### src/rtl/dnsrp_pkg.sv
package dnsrp_pkg;

  // Kinds of result transaction.
  localparam logic [2:0] KIND_CHAR   = 3'd0;
  localparam logic [2:0] KIND_QTYPE  = 3'd1;
  localparam logic [2:0] KIND_AHDR   = 3'd2;
  localparam logic [2:0] KIND_ADATA  = 3'd3;
  localparam logic [2:0] KIND_STATUS = 3'd4;

  // Status codes.
  localparam logic [2:0] ST_OK     = 3'd0;
  localparam logic [2:0] ST_RCODE  = 3'd1;
  localparam logic [2:0] ST_QDCNT  = 3'd2;
  localparam logic [2:0] ST_PTR    = 3'd3;
  localparam logic [2:0] ST_NAME   = 3'd4;
  localparam logic [2:0] ST_TYPE   = 3'd5;
  localparam logic [2:0] ST_RDLONG = 3'd6;
  localparam logic [2:0] ST_TRUNC  = 3'd7;

  localparam logic [15:0] TYPE_A     = 16'd1;
  localparam logic [15:0] TYPE_CNAME = 16'd5;
  localparam logic [15:0] TYPE_AAAA  = 16'd28;
  localparam logic [15:0] MAX_PLAIN_RDATA = 16'd16;
  localparam logic [7:0]  DOT_CHAR = 8'h2E;
  localparam int unsigned HEADER_BYTES = 12;

  // One result transaction.
  typedef struct packed {
    logic [2:0]  kind;
    logic [7:0]  byte_value;
    logic [15:0] record_type;
    logic [31:0] ttl;
    logic [15:0] data_length;
    logic [2:0]  answer_index;
    logic [3:0]  response_code;
    logic [15:0] answer_total;
    logic [2:0]  status;
    logic        last;
  } result_t;

  // What one byte produces: up to two results.
  typedef struct packed {
    logic    v0;
    result_t r0;
    logic    v1;
    result_t r1;
  } pair_t;

endpackage

### src/rtl/dns_response_parser.sv
// DNS response parser: takes one message byte per transaction and, at one
// byte per cycle while the result queue has room, emits the question name
// characters, the question type, answer headers, answer data bytes and a
// final status transaction. A four-entry result queue decouples the parser
// front end from the output, so input stalls only when fewer than two queue
// slots are free. Results are written into the queue as their byte is taken.
module dns_response_parser import dnsrp_pkg::*; #(
  parameter int unsigned MAX_PAYLOAD_BYTES = 512,
  parameter int unsigned MAX_NAME_BYTES    = 256,
  parameter int unsigned MAX_LABELS        = 32,
  parameter int unsigned MAX_ANSWER_SLOTS  = 8
) (
  input  logic        clk_i,
  input  logic        rst_ni,
  input  logic        in_valid_i,
  output logic        in_ready_o,
  input  logic [7:0]  payload_byte_i,
  input  logic        message_end_i,
  output logic        out_valid_o,
  input  logic        out_ready_i,
  output logic [2:0]  result_kind_o,
  output logic [7:0]  byte_value_o,
  output logic [15:0] record_type_o,
  output logic [31:0] time_to_live_o,
  output logic [15:0] data_length_o,
  output logic [2:0]  answer_index_o,
  output logic [3:0]  response_code_o,
  output logic [15:0] answer_total_o,
  output logic [2:0]  parse_status_o,
  output logic        last_result_o
);

  pair_t   pair;
  result_t res;
  logic    take;

  assign take = in_valid_i && in_ready_o;

  dnsrp_front #(
    .MAX_PAYLOAD_BYTES(MAX_PAYLOAD_BYTES), .MAX_NAME_BYTES(MAX_NAME_BYTES),
    .MAX_LABELS(MAX_LABELS), .MAX_ANSWER_SLOTS(MAX_ANSWER_SLOTS)
  ) u_front (
    .clk_i, .rst_ni, .take_i(take), .byte_i(payload_byte_i),
    .end_i(message_end_i), .pair_o(pair)
  );

  dnsrp_queue u_queue (
    .clk_i, .rst_ni, .pair_i(pair), .push_i(take), .space_o(in_ready_o),
    .valid_o(out_valid_o), .res_o(res), .ready_i(out_ready_i)
  );

  assign result_kind_o   = res.kind;
  assign byte_value_o    = res.byte_value;
  assign record_type_o   = res.record_type;
  assign time_to_live_o  = res.ttl;
  assign data_length_o   = res.data_length;
  assign answer_index_o  = res.answer_index;
  assign response_code_o = res.response_code;
  assign answer_total_o  = res.answer_total;
  assign parse_status_o  = res.status;
  assign last_result_o   = res.last;

endmodule

### src/rtl/dnsrp_front.sv
module dnsrp_front import dnsrp_pkg::*; #(
  parameter int unsigned MAX_PAYLOAD_BYTES = 512,
  parameter int unsigned MAX_NAME_BYTES    = 256,
  parameter int unsigned MAX_LABELS        = 32,
  parameter int unsigned MAX_ANSWER_SLOTS  = 8
) (
  input  logic       clk_i,
  input  logic       rst_ni,
  input  logic       take_i,
  input  logic [7:0] byte_i,
  input  logic       end_i,
  output pair_t      pair_o
);

  typedef enum logic [20:0] {
    PH_HDR  = 21'd1 << 0,  PH_NLEN = 21'd1 << 1,  PH_NCHR = 21'd1 << 2,
    PH_QT0  = 21'd1 << 3,  PH_QT1  = 21'd1 << 4,  PH_QC0  = 21'd1 << 5,
    PH_QC1  = 21'd1 << 6,  PH_PTR0 = 21'd1 << 7,  PH_PTR1 = 21'd1 << 8,
    PH_AT0  = 21'd1 << 9,  PH_AT1  = 21'd1 << 10, PH_AC0  = 21'd1 << 11,
    PH_AC1  = 21'd1 << 12, PH_TTL0 = 21'd1 << 13, PH_TTL1 = 21'd1 << 14,
    PH_TTL2 = 21'd1 << 15, PH_TTL3 = 21'd1 << 16, PH_LEN0 = 21'd1 << 17,
    PH_LEN1 = 21'd1 << 18, PH_DATA = 21'd1 << 19, PH_DONE = 21'd1 << 20
  } phase_e;

  localparam int unsigned PosW = $clog2(MAX_PAYLOAD_BYTES + 1);
  localparam int unsigned NlW  = $clog2(MAX_NAME_BYTES + 64);
  localparam int unsigned LnW  = $clog2(MAX_LABELS + 1);
  localparam int unsigned AnW  = $clog2(MAX_ANSWER_SLOTS);

  phase_e        phase_q, phase_d;
  logic [PosW-1:0] pos_q, pos_d;
  logic [15:0]   flags_q, flags_d, qd_q, qd_d, an_q, an_d;
  logic [7:0]    lrem_q, lrem_d;
  logic [NlW-1:0] nlen_q, nlen_d;
  logic [LnW-1:0] lnum_q, lnum_d;
  logic [31:0]   acc_q, acc_d;
  logic [15:0]   ctype_q, ctype_d, drem_q, drem_d;
  logic [AnW-1:0] anum_q, anum_d;
  logic          done_q, done_d;

  logic [15:0] t16, dlen;
  logic        fin;
  logic [2:0]  fin_st;
  result_t     blank, stat;
  logic [AnW-1:0] anum_nx;
  logic        more;

  always_comb begin
    blank = '0;
    t16   = {acc_q[7:0], byte_i};
    dlen  = {drem_q[15:8], byte_i};
    phase_d = phase_q; pos_d = pos_q; flags_d = flags_q; qd_d = qd_q; an_d = an_q;
    lrem_d = lrem_q; nlen_d = nlen_q; lnum_d = lnum_q; acc_d = acc_q;
    ctype_d = ctype_q; drem_d = drem_q; anum_d = anum_q; done_d = done_q;
    fin = 1'b0; fin_st = ST_OK;
    pair_o = '0;
    anum_nx = anum_q + AnW'(1);
    more = 1'b0;

    if (!done_q) begin
      if (pos_q >= PosW'(MAX_PAYLOAD_BYTES)) begin
        fin = 1'b1; fin_st = ST_TRUNC;
      end else begin
        pos_d = pos_q + PosW'(1);
        case (phase_q)
          PH_HDR: begin
            if (pos_q == PosW'(2)) flags_d[15:8] = byte_i;
            if (pos_q == PosW'(3)) flags_d[7:0] = byte_i;
            if (pos_q == PosW'(4)) qd_d[15:8] = byte_i;
            if (pos_q == PosW'(5)) qd_d[7:0] = byte_i;
            if (pos_q == PosW'(6)) an_d[15:8] = byte_i;
            if (pos_q == PosW'(7)) an_d[7:0] = byte_i;
            if (pos_q == PosW'(HEADER_BYTES - 1)) begin
              if (flags_q[3:0] != 4'd0) begin fin = 1'b1; fin_st = ST_RCODE; end
              else if (qd_q != 16'd1) begin fin = 1'b1; fin_st = ST_QDCNT; end
              else phase_d = PH_NLEN;
            end
          end
          PH_NLEN: begin
            if (byte_i == 8'd0) begin
              if (lnum_q == '0) begin fin = 1'b1; fin_st = ST_NAME; end
              else phase_d = PH_QT0;
            end else if (byte_i[7:6] == 2'b11) begin
              fin = 1'b1; fin_st = ST_PTR;
            end else if (byte_i > 8'd63 || lnum_q >= LnW'(MAX_LABELS) ||
                         ({1'b0, nlen_q} + (NlW+1)'(byte_i)) >=
                         (NlW+1)'(MAX_NAME_BYTES)) begin
              fin = 1'b1; fin_st = ST_NAME;
            end else begin
              if (lnum_q != '0) begin
                pair_o.v0 = 1'b1;
                pair_o.r0 = blank;
                pair_o.r0.kind = KIND_CHAR;
                pair_o.r0.byte_value = DOT_CHAR;
              end
              lrem_d = byte_i;
              lnum_d = lnum_q + LnW'(1);
              nlen_d = nlen_q + NlW'(byte_i) + NlW'(1);
              phase_d = PH_NCHR;
            end
          end
          PH_NCHR: begin
            pair_o.v0 = 1'b1;
            pair_o.r0 = blank;
            pair_o.r0.kind = KIND_CHAR;
            pair_o.r0.byte_value = byte_i;
            lrem_d = lrem_q - 8'd1;
            if (lrem_q == 8'd1) phase_d = PH_NLEN;
          end
          PH_QT0: begin acc_d = {24'd0, byte_i}; phase_d = PH_QT1; end
          PH_AT0: begin acc_d = {24'd0, byte_i}; phase_d = PH_AT1; end
          PH_QT1, PH_AT1: begin
            if (t16 != TYPE_A && t16 != TYPE_AAAA && t16 != TYPE_CNAME) begin
              fin = 1'b1; fin_st = ST_TYPE;
            end else begin
              ctype_d = t16;
              if (phase_q == PH_QT1) begin
                pair_o.v0 = 1'b1;
                pair_o.r0 = blank;
                pair_o.r0.kind = KIND_QTYPE;
                pair_o.r0.record_type = t16;
                phase_d = PH_QC0;
              end else phase_d = PH_AC0;
            end
          end
          PH_QC0:  phase_d = PH_QC1;
          PH_QC1:  more = 1'b1;
          PH_PTR0: phase_d = PH_PTR1;
          PH_PTR1: phase_d = PH_AT0;
          PH_AC0:  phase_d = PH_AC1;
          PH_AC1:  phase_d = PH_TTL0;
          PH_TTL0: begin acc_d = {24'd0, byte_i}; phase_d = PH_TTL1; end
          PH_TTL1: begin acc_d = {acc_q[23:0], byte_i}; phase_d = PH_TTL2; end
          PH_TTL2: begin acc_d = {acc_q[23:0], byte_i}; phase_d = PH_TTL3; end
          PH_TTL3: begin acc_d = {acc_q[23:0], byte_i}; phase_d = PH_LEN0; end
          PH_LEN0: begin drem_d = {byte_i, 8'd0}; phase_d = PH_LEN1; end
          PH_LEN1: begin
            drem_d = dlen;
            if ((ctype_q == TYPE_CNAME) ? (dlen >= 16'(MAX_NAME_BYTES))
                                        : (dlen > MAX_PLAIN_RDATA)) begin
              fin = 1'b1; fin_st = ST_RDLONG;
            end else begin
              pair_o.v0 = 1'b1;
              pair_o.r0 = blank;
              pair_o.r0.kind = KIND_AHDR;
              pair_o.r0.record_type = ctype_q;
              pair_o.r0.ttl = acc_q;
              pair_o.r0.data_length = dlen;
              pair_o.r0.answer_index = 3'(anum_q);
              if (dlen == 16'd0) begin
                anum_d = anum_nx; more = 1'b1;
              end else phase_d = PH_DATA;
            end
          end
          PH_DATA: begin
            pair_o.v0 = 1'b1;
            pair_o.r0 = blank;
            pair_o.r0.kind = KIND_ADATA;
            pair_o.r0.byte_value = byte_i;
            pair_o.r0.answer_index = 3'(anum_q);
            drem_d = drem_q - 16'd1;
            if (drem_q == 16'd1) begin anum_d = anum_nx; more = 1'b1; end
          end
          default: ;
        endcase
        // Move on to the next answer or close the message.
        if (more) begin
          if ({1'b0, anum_d} >= (AnW+1)'(MAX_ANSWER_SLOTS - 1) ||
              16'(anum_d) >= an_q) begin
            fin = 1'b1; fin_st = ST_OK;
          end else phase_d = PH_PTR0;
        end
      end
    end
    if (end_i && !done_q && !fin) begin
      fin = 1'b1; fin_st = ST_TRUNC;
    end

    // Status transaction goes after any data result of the same byte.
    stat = blank;
    stat.kind = KIND_STATUS;
    stat.response_code = flags_d[3:0];
    stat.answer_total = an_d;
    stat.status = fin_st;
    stat.last = 1'b1;
    if (fin) begin
      done_d = 1'b1; phase_d = PH_DONE;
      if (pair_o.v0) begin pair_o.v1 = 1'b1; pair_o.r1 = stat; end
      else begin pair_o.v0 = 1'b1; pair_o.r0 = stat; end
    end
    if (end_i) begin
      phase_d = PH_HDR; pos_d = '0; flags_d = '0; qd_d = '0; an_d = '0;
      lrem_d = '0; nlen_d = '0; lnum_d = '0; acc_d = '0; ctype_d = '0;
      drem_d = '0; anum_d = '0; done_d = 1'b0;
    end
    if (!take_i) pair_o = '0;
  end

  always_ff @(posedge clk_i or negedge rst_ni) begin
    if (!rst_ni) begin
      phase_q <= PH_HDR; pos_q <= '0; flags_q <= '0; qd_q <= '0; an_q <= '0;
      lrem_q <= '0; nlen_q <= '0; lnum_q <= '0; acc_q <= '0; ctype_q <= '0;
      drem_q <= '0; anum_q <= '0; done_q <= 1'b0;
    end else if (take_i) begin
      phase_q <= phase_d; pos_q <= pos_d; flags_q <= flags_d; qd_q <= qd_d;
      an_q <= an_d; lrem_q <= lrem_d; nlen_q <= nlen_d; lnum_q <= lnum_d;
      acc_q <= acc_d; ctype_q <= ctype_d; drem_q <= drem_d; anum_q <= anum_d;
      done_q <= done_d;
    end
  end

endmodule

### src/rtl/dnsrp_queue.sv
module dnsrp_queue import dnsrp_pkg::*; (
  input  logic    clk_i,
  input  logic    rst_ni,
  input  pair_t   pair_i,
  input  logic    push_i,
  output logic    space_o,
  output logic    valid_o,
  output result_t res_o,
  input  logic    ready_i
);

  // Four-entry queue of results; a byte pushes up to two of them.
  result_t    mem_q [4];
  logic [1:0] wp_q, rp_q;
  logic [2:0] cnt_q;
  logic [1:0] n_in;
  logic       pop;

  assign valid_o = cnt_q != 3'd0;
  assign res_o   = mem_q[rp_q];
  assign pop     = valid_o && ready_i;
  assign space_o = cnt_q <= 3'd2;
  assign n_in    = push_i ? (2'(pair_i.v0) + 2'(pair_i.v1)) : 2'd0;

  always_ff @(posedge clk_i) begin
    if (push_i && pair_i.v0) mem_q[wp_q] <= pair_i.r0;
    if (push_i && pair_i.v1) mem_q[wp_q + 2'd1] <= pair_i.r1;
  end

  always_ff @(posedge clk_i or negedge rst_ni) begin
    if (!rst_ni) begin
      wp_q <= '0; rp_q <= '0; cnt_q <= '0;
    end else begin
      wp_q  <= wp_q + n_in;
      rp_q  <= rp_q + 2'(pop);
      cnt_q <= cnt_q + 3'(n_in) - 3'(pop);
    end
  end

endmodule

### config.mk
export PLATFORM = sky130hd
export DESIGN_NAME = dns_response_parser
export DESIGN_NICKNAME = d
export VERILOG_FILES = /design/src/rtl/dnsrp_pkg.sv /design/src/rtl/dns_response_parser.sv /design/src/rtl/dnsrp_front.sv /design/src/rtl/dnsrp_queue.sv
export SDC_FILE = /design/constraint.sdc
export NUM_CORES = 1
export LEC_CHECK = 0
export BUFFER_PORTS_ARGS = -buffer_cell sky130_fd_sc_hd__clkbuf_2
export CORE_UTILIZATION = 40
export DETAILED_ROUTE_END_ITERATION = 10
export SETUP_SLACK_MARGIN = 0.2
export SLEW_MARGIN = 0
export SYNTH_ARGS = -nofsm -noshare
export SYNTH_HDL_FRONTEND = slang
export SYNTH_HIERARCHICAL = 1
export SYNTH_SLANG_ARGS = --single-unit
export TNS_END_PERCENT = 5
### constraint.sdc
create_clock -name clk_i -period 23.5 [get_ports clk_i]
set_input_delay 3.525 -clock clk_i [delete_from_list [all_inputs] [get_ports clk_i]]
set_output_delay 3.525 -clock clk_i [all_outputs]
set_load 0.05 [all_outputs]
==> impl_results.md, run 1 <==
- GR Util met1: 25.67%
- Initial antenna violation count: 0
- Power share of the combinational group: 33.4%
- Synth cell count leaders: mux2_2, edfxtp_1, dfrtp_1
- Clock power frac: 28.8%
- Clk buf depth: 3
- Starting Density: 40.39%
- Vias in the first global route: 19553
- Clock-pin slew on the worst setup and hold paths: 0.06 ns
- IO Port Bufs: 116
- Final hold vios: 0
- Endpoints failing setup: 0
- Total Nets Final: 2411
- CORE AREA: 75820 sq um
- Max-slew violations: 0
- Synth top area share: 40.01%
- Post-detail-place hpwl: 45750 um
- Fin crit share: 39.74%
- Max_cap viols: 0
- Kind of critical path: in -> reg
- Post-CTS Setup Inserts: 0
- Row Count: 101
- Register area: 16390 sq um
- Post-synth EDFFs: 408
- Met3 Usage GRT: 2.962%
- Routed vias: 18957
- Fillers: 6881
- Multi-input logic area: 12860 sq um
- Critical-path maximum fanout: 54
- Cell internal pwr: 2.094 mW
- GRT Resource Usage Total: 19.48%
- Total negative slack: 0 ns
- Yosys top cell by area: edfxtp_1
- Fraction of registers with async set/reset: 28.80%
- CTS tree: done
- Clock Sinks: 573
- P_leak: 13.55 nW
- RSZ-0062 raised after global routing: no
- Final wirelength: 75700 um
- Antenna Nets Post-Route: 0
- Routed wire per std cell: 22.28 um
- Final Non-Filler Cells: 3398
- DIE WIDTH: 278.7 um
- Global-route wire length before repair: 116600 um
- Switching share of power: 37.84%
- Slew headroom: 17.57%
- CP max-delay cell: buf_4
- Highest clock rate: 107.1 MHz
- Placed cell count: 3279
- CP startpoint kind: primary input
- Sequential Power Share: 37.8%
- Ant diodes: 0
- Worst VDD drop: 49.11 uV
- RePlAce Congestion: 0.8793
- Share of cells above drive strength 1: 33.14%
- Pwr/cell area: 100.4 nW/um^2
- H-tree Lvls: 3
- First-iteration detailed-routing DRC count: 1302
- CP Cell Sequence: clkbuf_2 -> nor4_1 -> nand4_1 -> a2111oi_4 -> xnor2_1 -> ha_1 -> nand2b_1 -> a21o_1 -> a21oi_1 -> nor2_1 -> a311o_1 -> a21o_1 -> o211ai_4 -> inv_2 -> nand4b_4 -> buf_4 -> buf_4 -> mux2_2
- Post-Synthesis Cells: 2302
- Biggest cell delay along the critical path: 0.78 ns
- Period minus WS final: 9.339 ns
- P_sw: 1.275 mW
- Yosys reg bits: 573
- Syn avg cell area: 13.30 sq um
- Die H: 278.7 um
- Sequential area share after synthesis: 53.49%
- CP Data Arrival Time: 9.78 ns
- Post-CTS Hold Buffers: 0
- Area growth syn-to-layout: 9.581%
- Main synth FF type: edfxtp_1
- Top cells by area, synth: edfxtp_1, mux2_2, dfrtp_1
- Via density: 5.579
- Warnings from Yosys: 6
- Hold WS: 0.4790 ns
- Clk Latency, worst-skew pair: 0.60 ns
- Most numerous cell in the Yosys netlist: mux2_2
- Most used routing layer: met2
- M2 GR Usage: 33.45%
- Syn Std Cell Area: 30620 sq um
- Drt drc: 0
- Gr ovfl total: 0
- Largest net degree at the start of global routing: 101
- Yosys cell types: 79
- Die area: 77670 sq um
- Worst-margin pin slew: 1.229 ns
- CP required: 23.94 ns
- I/O pin cnt: 117
- Post-CTS Resized: 0
- First-pass DRT Iterations: 5
- Status: finished clean
- Num CTS Buffers: 66
- CTS Root Cell: clkbuf_16
- Final Skew: 0.03832 ns
- Worst setup EP type: flip-flop
- Hold crit path type: reg -> reg
## placed cells by master, fill, tap and decap left out, types with 19 or more instances in the layout
cell	Yosys	routed
nor2b_1	20	20
mux2_2	430	430
o22ai_1	32	32
clkbuf_2	0	115
nand4_1	28	28
ha_1	27	27
mux4_2	102	102
o21ai_0	73	73
nand3_1	22	22
buf_4	100	34
dfrtp_1	164	162
nor3_1	28	28
and2_1	64	63
nor4_1	24	23
and3_1	31	31
edfxtp_1	408	408
xnor2_1	22	22
clkbuf_16	0	69
nand2_1	137	137
o31ai_1	20	19
a21oi_1	85	85
conb_1	1	85
nor2_1	132	131
inv_1	56	56
## layer usage
metal / share of wire [%] / wire length, um
met3: 4.7 / 3563
met2: 50 / 37930
met1: 43 / 32890
met5: 0 / 0
met4: 1.7 / 1319
## power groups by stage
stage	Sequential (mW)	Clock, mW	Combinational (mW)
2_1_floorplan	1.23	0	0.924
3_3_place_gp	1.29	0	1.13
3_5_place_dp	1.30	0	1.14
4_1_cts	1.28	0.995	1.14
5_1_grt	1.29	1.03	1.20
6_report	1.27	0.970	1.12
## worst max-delay path, delay by kind of cell
kind                     cells  cell delay, ns
AO/OA/AOI/OAI                6            2.23
XOR/XNOR                     1            0.19
adder cells (fa/ha/maj)      1            0.24
buffers and inverters        4            1.86
multiplexers                 1            0.31
AND/OR/NAND/NOR              5            1.30
## kinds of logic (layout without fill, tap and decap cells)
family,Yosys count,after routing,share of synthesized area (%)
simple gates,548,548,9.136
xor+xnor,37,37,1.058
other cells,1,85,0.01225
mux,539,539,23.54
buf+inv,292,326,5.740
fa+ha+maj,29,29,1.234
flops,573,573,53.49
compound gates,283,283,5.785
## stage by stage
stage | power [mW] | util (%) | setup WS [ns] | area, sq um
after floorplan | 2.151 | - | 9.047 | 30940
after global placement | 2.421 | 41.58 | 13.56 | 31530
after detailed placement | 2.433 | 41.58 | 13.49 | 31530
after CTS | 3.412 | 44.26 | 14.11 | 33560
after global routing | 3.528 | 44.26 | 13.71 | 33560
final | 3.368 | 44.26 | 14.16 | 33560
## area by class of cell
| class | instances | area share, % |
|---|---|---|
| Clock buffer | 84 | 5.313 |
| Clock inverter | 35 | 0.7382 |
| Inverter | 57 | 0.6376 |
| Multi-Input combinational cell | 1521 | 38.32 |
| Sequential cell | 573 | 48.84 |
| Tap cell | 978 | 3.646 |
| Timing Repair Buffer | 150 | 2.509 |
## worst paths after layout
check                                                startpoint                             end  slack (ns)  depth (start not counted)
worst max register to register  u_front/phase_q[16]$_DFFE_PN0P_  u_queue/mem_q[2][83]$_DFFE_PP_       16.30                         17
worst min-delay path              u_front/acc_q[31]$_DFFE_PN0P_   u_front/acc_q[31]$_DFFE_PN0P_        0.48                          2
min in group asynchronous                                rst_ni   u_front/nlen_q[6]$_DFFE_PN0P_        3.04                          1
worst min register to register    u_front/acc_q[31]$_DFFE_PN0P_   u_front/acc_q[31]$_DFFE_PN0P_        0.48                          2
max in group asynchronous                                rst_ni   u_front/acc_q[21]$_DFFE_PN0P_       18.91                          2
worst max-delay path                          payload_byte_i[0]  u_queue/mem_q[2][83]$_DFFE_PP_       14.16                         18
## registers in the layout (all words and copies together), names as in the netlist, 10 cells and up
name / cells
u_front/acc_q: 32
u_front/qd_q: 16
u_front/an_q: 16
u_front/pos_q: 10
u_front/ctype_q: 16
u_front/drem_q: 16
u_queue/mem_q: 408
u_front/phase_q: 21
Note: power is estimated with default switching activity, not from simulation.
==> run 2: changes to the inputs <==
Clock period 23.5 ns to 8.76 ns, I/O delays scaled along.
==> run 2 against run 1 <==
  * The flow now finishes with violations (DRC)
  * Total power increased to 2.7 times the previous value
  * Routed wire length grew 2.2%
  * Sequential power rose to 2.7 times the previous value
  * Design area grew 0.84%
  * Count of clock-buffer cells in the layout increased by 8
  * Global-route usage is 0.57 points higher
  * Worst hold slack gained 0.0035 ns
  * Clock skew decreased by 0.0076 ns
  * Register-to-register slack worse by 14 ns
  * Largest cell class unchanged
  * Largest power group unchanged
  * Highest routed layer unchanged
==> impl_results.md, run 2 (synthesis results as in run 1) <==
- Final hold vios: 0 (unchanged)
- Highest clock rate: 143.0 MHz
- Largest net degree at the start of global routing: 83 (was 101)
- Total Nets Final: 2412 (was 2411)
- Num CTS Buffers: 66 (unchanged)
- Clock Sinks: 573 (unchanged)
- Slew headroom: 19.96% (was 17.57%)
- Kind of critical path: in -> reg (unchanged)
- P_leak: 13.69 nW (was 13.55 nW)
- Row Count: 101 (unchanged)
- Ant diodes: 0 (unchanged)
- Antenna Nets Post-Route: 0 (unchanged)
- CP Data Arrival Time: 7.21 ns (was 9.78 ns)
- Largest register by flop count: u_queue/mem_q (unchanged)
- Total negative slack: 0 ns (unchanged)
- Area growth syn-to-layout: 10.50% (was 9.581%)
- Worst VDD drop: 188.4 uV (was 49.11 uV)
- Die H: 278.7 um (unchanged)
- Failing checks: DRC
- IO Port Bufs: 116 (unchanged)
- Period minus WS final: 6.991 ns
- I/O pin cnt: 117 (unchanged)
- Setup WS post-layout: 1.769 ns (was 14.16 ns)
- CP startpoint kind: primary input (unchanged)
- DIE WIDTH: 278.7 um (unchanged)
- Fillers: 6815 (was 6881)
- Final Skew: 0.03075 ns (was 0.03832 ns)
- Max_cap viols: 0 (unchanged)
- First-iteration detailed-routing DRC count: 1425 (was 1302)
- CTS Root Cell: clkbuf_16 (unchanged)
- DP Worst Slack: 1.148 ns (was 13.49 ns)
- Worst r2r path cells: 17 (unchanged)
- Pwr/cell area: 272.9 nW/um^2 (was 100.4 nW/um^2)
- Initial antenna violation count: 0 (unchanged)
- Share of cells above drive strength 1: 33.46% (was 33.14%)
- Fin crit share: 79.81%
- Gr ovfl total: 0 (unchanged)
- CP required: 8.98 ns (was 23.94 ns)
- Top Registers: u_queue/mem_q: 408 flops, u_front/acc_q: 32 flops, u_front/phase_q: 21 flops (unchanged)
- Final Non-Filler Cells: 3402 (was 3398)
- Status: complete, but fails checks (was finished clean)
- RePlAce Congestion: 0.9061 (was 0.8793)
- Endpoints failing setup: 0 (unchanged)
- CTS tree: done (unchanged)
- Commonest non-fill, non-tap cell in the layout: mux2_2 (unchanged)
- Post-CTS Resized: 0 (unchanged)
- Max FFs per register: 408 (unchanged)
- Hold crit path type: reg -> reg (unchanged)
- Worst-margin pin slew: 1.193 ns (was 1.229 ns)
- Placed cell count: 3280 (was 3279)
- Critical-path maximum fanout: 43 (was 54)
- Clock-pin slew on the worst setup and hold paths: 0.06 ns (about the same)
- Starting Density: 40.39% (unchanged)
- GRT Resource Usage Total: 20.05% (was 19.48%)
- CORE AREA: 75820 sq um (unchanged)
- WHS Path Cells: 2 (unchanged)
- Design Area, Final: 33840 sq um (was 33560 sq um)
- Most frequent cells in the layout: mux2_2, edfxtp_1, dfrtp_1, nand2_1, nor2_1 (unchanged)
- Clk buf depth: 3 (unchanged)
- Post-CTS Setup Inserts: 0 (unchanged)
- Final wirelength: 77390 um (was 75700 um)
- Routed vias: 19019 (was 18957)
- RSZ-0062 raised after global routing: no (unchanged)
- Worst setup EP type: flip-flop (unchanged)
- Vias in the first global route: 19995 (was 19553)
- Global-route wire length before repair: 119800 um (was 116600 um)
- Drt drc: 2 (was 0)
- H-tree Lvls: 3 (unchanged)
- Max-slew violations: 0 (unchanged)
- Via density: 5.591 (was 5.579)
- Placed cell area: 31650 sq um (was 31530 sq um)
- Post-detail-place hpwl: 47030 um (was 45750 um)
- Hold WS: 0.4826 ns (was 0.4790 ns)
- Clk Latency, worst-skew pair: 0.61 ns (was 0.60 ns)
- First-pass DRT Iterations: 8 (was 5)
- Routed wire per std cell: 22.75 um (was 22.28 um)
- Die area: 77670 sq um (unchanged)
- Post-CTS Hold Buffers: 0 (unchanged)
==> run 2: where the power goes <==
group | switching, mW | internal [mW]
clock network | 1.14 | 1.64
registers | 0.281 | 3.12
logic | 2.03 | 1.02
total | 3.45 | 5.78
==> run 2: final timing paths <==
| kind | slack [ns] | from | endpoint |
|---|---|---|---|
| hold / removal | 0.48 | u_front/nlen_q[6]$_DFFE_PN0P_ | u_front/nlen_q[6]$_DFFE_PN0P_ |
| hold reg to reg | 0.48 | u_front/nlen_q[6]$_DFFE_PN0P_ | u_front/nlen_q[6]$_DFFE_PN0P_ |
| setup reg to reg | 2.35 | u_front/phase_q[16]$_DFFE_PN0P_ | u_queue/mem_q[3][90]$_DFFE_PP_ |
| setup / recovery | 1.77 | payload_byte_i[3] | u_queue/mem_q[3][90]$_DFFE_PP_ |
| min in group asynchronous | 0.73 | rst_ni | u_front/nlen_q[6]$_DFFE_PN0P_ |
| max in group asynchronous | 6.75 | rst_ni | u_front/acc_q[13]$_DFFE_PN0P_ |
==> run 2: final cells by class <==
| class | instances | area, sq um | share of cell area [%] |
|---|---|---|---|
| sequential | 573 | 16390 | 48.43 |
| clock inverter | 30 | 297.8 | 0.8800 |
| inverter | 57 | 214.0 | 0.6323 |
| tap | 978 | 1224 | 3.616 |
| clock buffer | 92 | 1893 | 5.594 |
| timing repair buffer | 151 | 962.2 | 2.843 |
| multi-input combinational | 1521 | 12860 | 38.00 |
==> run 2: worst max-delay path: stages <==
cell	delay (ns)
clkbuf_2	0.34
nor4_1	0.80
nand4_1	0.27
a2111oi_4	0.76
xnor2_1	0.15
ha_1	0.30
nand2b_1	0.10
a21o_1	0.11
a21oi_1	0.06
nor2_1	0.11
a311o_1	0.19
a21o_1	0.24
o211ai_4	0.09
buf_4	0.26
inv_2	0.26
mux2i_1	0.18
and3b_4	0.90
buf_4	0.68
==> run 2: per-layer routing <==
metal | share of wire [%] | vias to the layer above | GRT usage [%]
li1 | - | 8682 | -
met1 | 44 | 9787 | 26.49
met2 | 50 | 452 | 34.37
met3 | 4.2 | 98 | 2.862
met4 | 1.9 | 0 | 5.551
met5 | 0 | - | 0
==> run 2: per-stage QoR <==
step / total power, mW / util, %
global placement: 6.511 / 41.74
floorplan: 5.766 / -
CTS: 9.350 / 44.63
global route: 9.650 / 44.63
finish: 9.234 / 44.63
detailed placement: 6.537 / 41.74
==> run 3: changes to the inputs <==
Clock period 8.76 ns to 7.2 ns, I/O delays scaled along.
==> run 3 against run 2 <==
  * The flow now finishes without violations
  * Count of clock-buffer cells in the layout decreased by 10
  * Sequential power rose by 21%
  * Non-clock buffer count grew 19
  * First-iteration DRC count hardly changed
  * Combinational power rose by 22%
  * Clock power is 7.9% higher
  * Largest power group unchanged
  * Worst hold slack got worse by 0.031 ns
  * Sequential cell count unchanged
  * Routed wire length fell by 1.4%
==> impl_results.md, run 3 (synthesis results as in run 1) <==
- Status: finished clean (was complete, but fails checks)
- Die area: 77670 sq um (unchanged)
- Post-CTS Resized: 0 (unchanged)
- Hold crit path type: in -> async (was reg -> reg)
- Global-route wire length before repair: 119000 um (was 119800 um)
- CP startpoint kind: primary input (unchanged)
- Largest register by flop count: u_queue/mem_q (unchanged)
- GRT Resource Usage Total: 19.71% (was 20.05%)
- Endpoints failing setup: 0 (unchanged)
- Num CTS Buffers: 61 (was 66)
- Row Count: 101 (unchanged)
- Largest net degree at the start of global routing: 103 (was 83)
- Clk buf depth: 3 (unchanged)
- Placed cell area: 31840 sq um (was 31650 sq um)
- Gr ovfl total: 0 (unchanged)
- RSZ-0062 raised after global routing: no (unchanged)
- WP buf/inv: 2 (was 4)
- Starting Density: 40.39% (unchanged)
- P_leak: 13.65 nW (was 13.69 nW)
- Post-detail-place hpwl: 47390 um (was 47030 um)
- Final Skew: 0.03110 ns (was 0.03075 ns)
- First-pass DRT Iterations: 5 (was 8)
- Max_cap viols: 0 (unchanged)
- CP required: 7.76 ns (was 8.98 ns)
- Switching share of power: 37.89% (was 37.37%)
- Kind of critical path: in -> reg (unchanged)
- Final hold vios: 0 (unchanged)
- Routed vias: 19040 (was 19019)
- Slew headroom: 16.92% (was 19.96%)
- Max FFs per register: 408 (unchanged)
- Most frequent cells in the layout: mux2_2, edfxtp_1, dfrtp_1, nand2_1, nor2_1 (unchanged)
- H-tree Lvls: 2 (was 3)
- Critical-path maximum fanout: 11 (was 43)
- DIE WIDTH: 278.7 um (unchanged)
- Pwr/cell area: 321.6 nW/um^2 (was 272.9 nW/um^2)
- Sequential Power Share: 37.9% (was 36.9%)
- Worst-margin pin slew: 1.239 ns (was 1.193 ns)
- Vias in the first global route: 20055 (was 19995)
- Final wirelength: 76280 um (was 77390 um)
- RePlAce Congestion: 0.9126 (was 0.9061)
- Multi-input logic area: 12860 sq um (unchanged)
- CP delay by family, top: compound AO/OA/AOI/OAI gates (was simple AND/OR/NAND/NOR gates)
- CTS Root Cell: clkbuf_16 (unchanged)
- Post-CTS Setup Inserts: 0 (unchanged)
- Routed wire per std cell: 22.35 um (was 22.75 um)
- Max-slew violations: 0 (unchanged)
- Worst setup EP type: flip-flop (unchanged)
- Design Area, Final: 33750 sq um (was 33840 sq um)
- Total Nets Final: 2426 (was 2412)
- CP Cell Sequence: clkbuf_2 -> nor4_1 -> nand4_1 -> a2111oi_4 -> buf_4 -> xnor2_1 -> ha_1 -> nand2b_1 -> a21o_1 -> a21oi_1 -> nor2_1 -> a311o_1 -> a21o_1 -> o311a_1 -> ha_1 -> nand2_1 -> xor2_1 -> ha_1 -> fa_1 -> xnor2_1 -> xnor2_1 (was clkbuf_2 -> nor4_1 -> nand4_1 -> a2111oi_4 -> xnor2_1 -> ha_1 -> nand2b_1 -> a21o_1 -> a21oi_1 -> nor2_1 -> a311o_1 -> a21o_1 -> o211ai_4 -> buf_4 -> inv_2 -> mux2i_1 -> and3b_4 -> buf_4)
- Die H: 278.7 um (unchanged)
- CP Data Arrival Time: 6.14 ns (was 7.21 ns)
- Initial antenna violation count: 0 (unchanged)
- Power share of the combinational group: 34.3% (was 33.0%)
- Total negative slack: 0 ns (unchanged)
- Highest clock rate: 179.3 MHz
- P_sw: 4.113 mW (was 3.451 mW)
- First-iteration detailed-routing DRC count: 1426 (was 1425)
- Cell internal pwr: 6.741 mW (was 5.783 mW)
- I/O pin cnt: 117 (unchanged)
- Period minus WS final: 5.579 ns
- Fin crit share: 77.48%
- Worst VDD drop: 278.0 uV (was 188.4 uV)
- Commonest non-fill, non-tap cell in the layout: mux2_2 (unchanged)
- Clk Latency, worst-skew pair: 0.64 ns (was 0.61 ns)
- Share of cells above drive strength 1: 33.51% (was 33.46%)
- Fillers: 6851 (was 6815)
- IO Port Bufs: 116 (unchanged)
- CTS tree: done (unchanged)
- Antenna Nets Post-Route: 0 (unchanged)
- Area growth syn-to-layout: 10.22% (was 10.50%)
- Post-CTS Hold Buffers: 0 (unchanged)
- Clock power frac: 27.8% (was 30.2%)
- Clock-pin slew on the worst setup and hold paths: 0.06 ns (about the same)
- Clock Sinks: 573 (unchanged)
- Ant diodes: 0 (unchanged)
- Biggest cell delay along the critical path: 0.51 ns (was 0.90 ns)
- Via density: 5.579 (was 5.591)
- CORE AREA: 75820 sq um (unchanged)
- Drt drc: 0 (was 2)
- Register area: 16390 sq um (unchanged)
- CP max-delay cell: nor4_1 (was and3b_4)
- Top Registers: u_queue/mem_q: 408 flops, u_front/acc_q: 32 flops, u_front/phase_q: 21 flops (unchanged)
[run 3: changes by cell type in the layout (fill, tap and decap cells not counted), sizes merged]
cell and change:
buf +19, bufinv -1, clkbuf -10, clkinv +5, inv -2
[run 3: cell type report]
cell class / instances / share of cell area [%]
tap: 978 / 3.625
inverter: 57 / 0.6339
clock inverter: 32 / 0.8526
sequential: 573 / 48.56
clock buffer: 82 / 4.815
multi-input combinational: 1521 / 38.10
timing repair buffer: 170 / 3.421
[run 3: per-layer routing]
metal	share of wire, %	global-route usage, %
met1	44	26.42
met2	49	33.53
met3	5.0	2.912
met4	2.1	4.889
met5	0	0
[run 3: per-stage QoR]
| step | hold WS, ns | total power [mW] | cells | utilization (%) | worst slack, ns |
|---|---|---|---|---|---|
| 2_1_floorplan | 0.4418 | 7.016 | 2386 | - | 0.1928 |
| 3_3_place_gp | 0.4607 | 7.913 | 3299 | 41.99 | 1.078 |
| 3_5_place_dp | 0.4661 | 7.939 | 3299 | 41.99 | 1.056 |
| 4_1_cts | 0.4606 | 10.98 | 3413 | 44.52 | 1.678 |
| 5_1_grt | 0.4830 | 11.35 | 3413 | 44.52 | 1.262 |
| 6_report | 0.4517 | 10.85 | 3413 | 44.52 | 1.621 |
[run 3: worst reg2reg max path: cells and delay by family, from the launching register on]
kind / cells / cell delay, ns
compound gates: 6 / 1.63
simple gates: 5 / 1.24
fa+ha+maj: 4 / 1.20
xor+xnor: 4 / 0.69
flops: 1 / 0.46
buf+inv: 1 / 0.26
[run 3: power groups by stage]
stage                     logic (mW)  registers (mW)  clock network (mW)
final                           3.72            4.12                3.01
after global routing            4.00            4.16                3.20
after CTS                       3.78            4.11                3.09
after detailed placement        3.76            4.18                   0
after global placement          3.74            4.17                   0
after floorplan                 3.02            3.99                   0
[run 3: worst paths after layout]
check	start	end	slack (ns)	cells after the start
worst max-delay path	payload_byte_i[1]	u_queue/cnt_q[2]$_DFF_PN0_	1.62	21
worst min-delay path	rst_ni	u_front/nlen_q[6]$_DFFE_PN0P_	0.45	1
worst max register to register	u_front/phase_q[10]$_DFFE_PN0P_	u_queue/cnt_q[2]$_DFF_PN0_	1.65	20
worst min register to register	u_front/acc_q[26]$_DFFE_PN0P_	u_front/acc_q[26]$_DFFE_PN0P_	0.48	2
max in group asynchronous	rst_ni	u_front/phase_q[5]$_DFFE_PN0P_	5.50	2
min in group clk_i	u_front/acc_q[26]$_DFFE_PN0P_	u_front/acc_q[26]$_DFFE_PN0P_	0.48	2
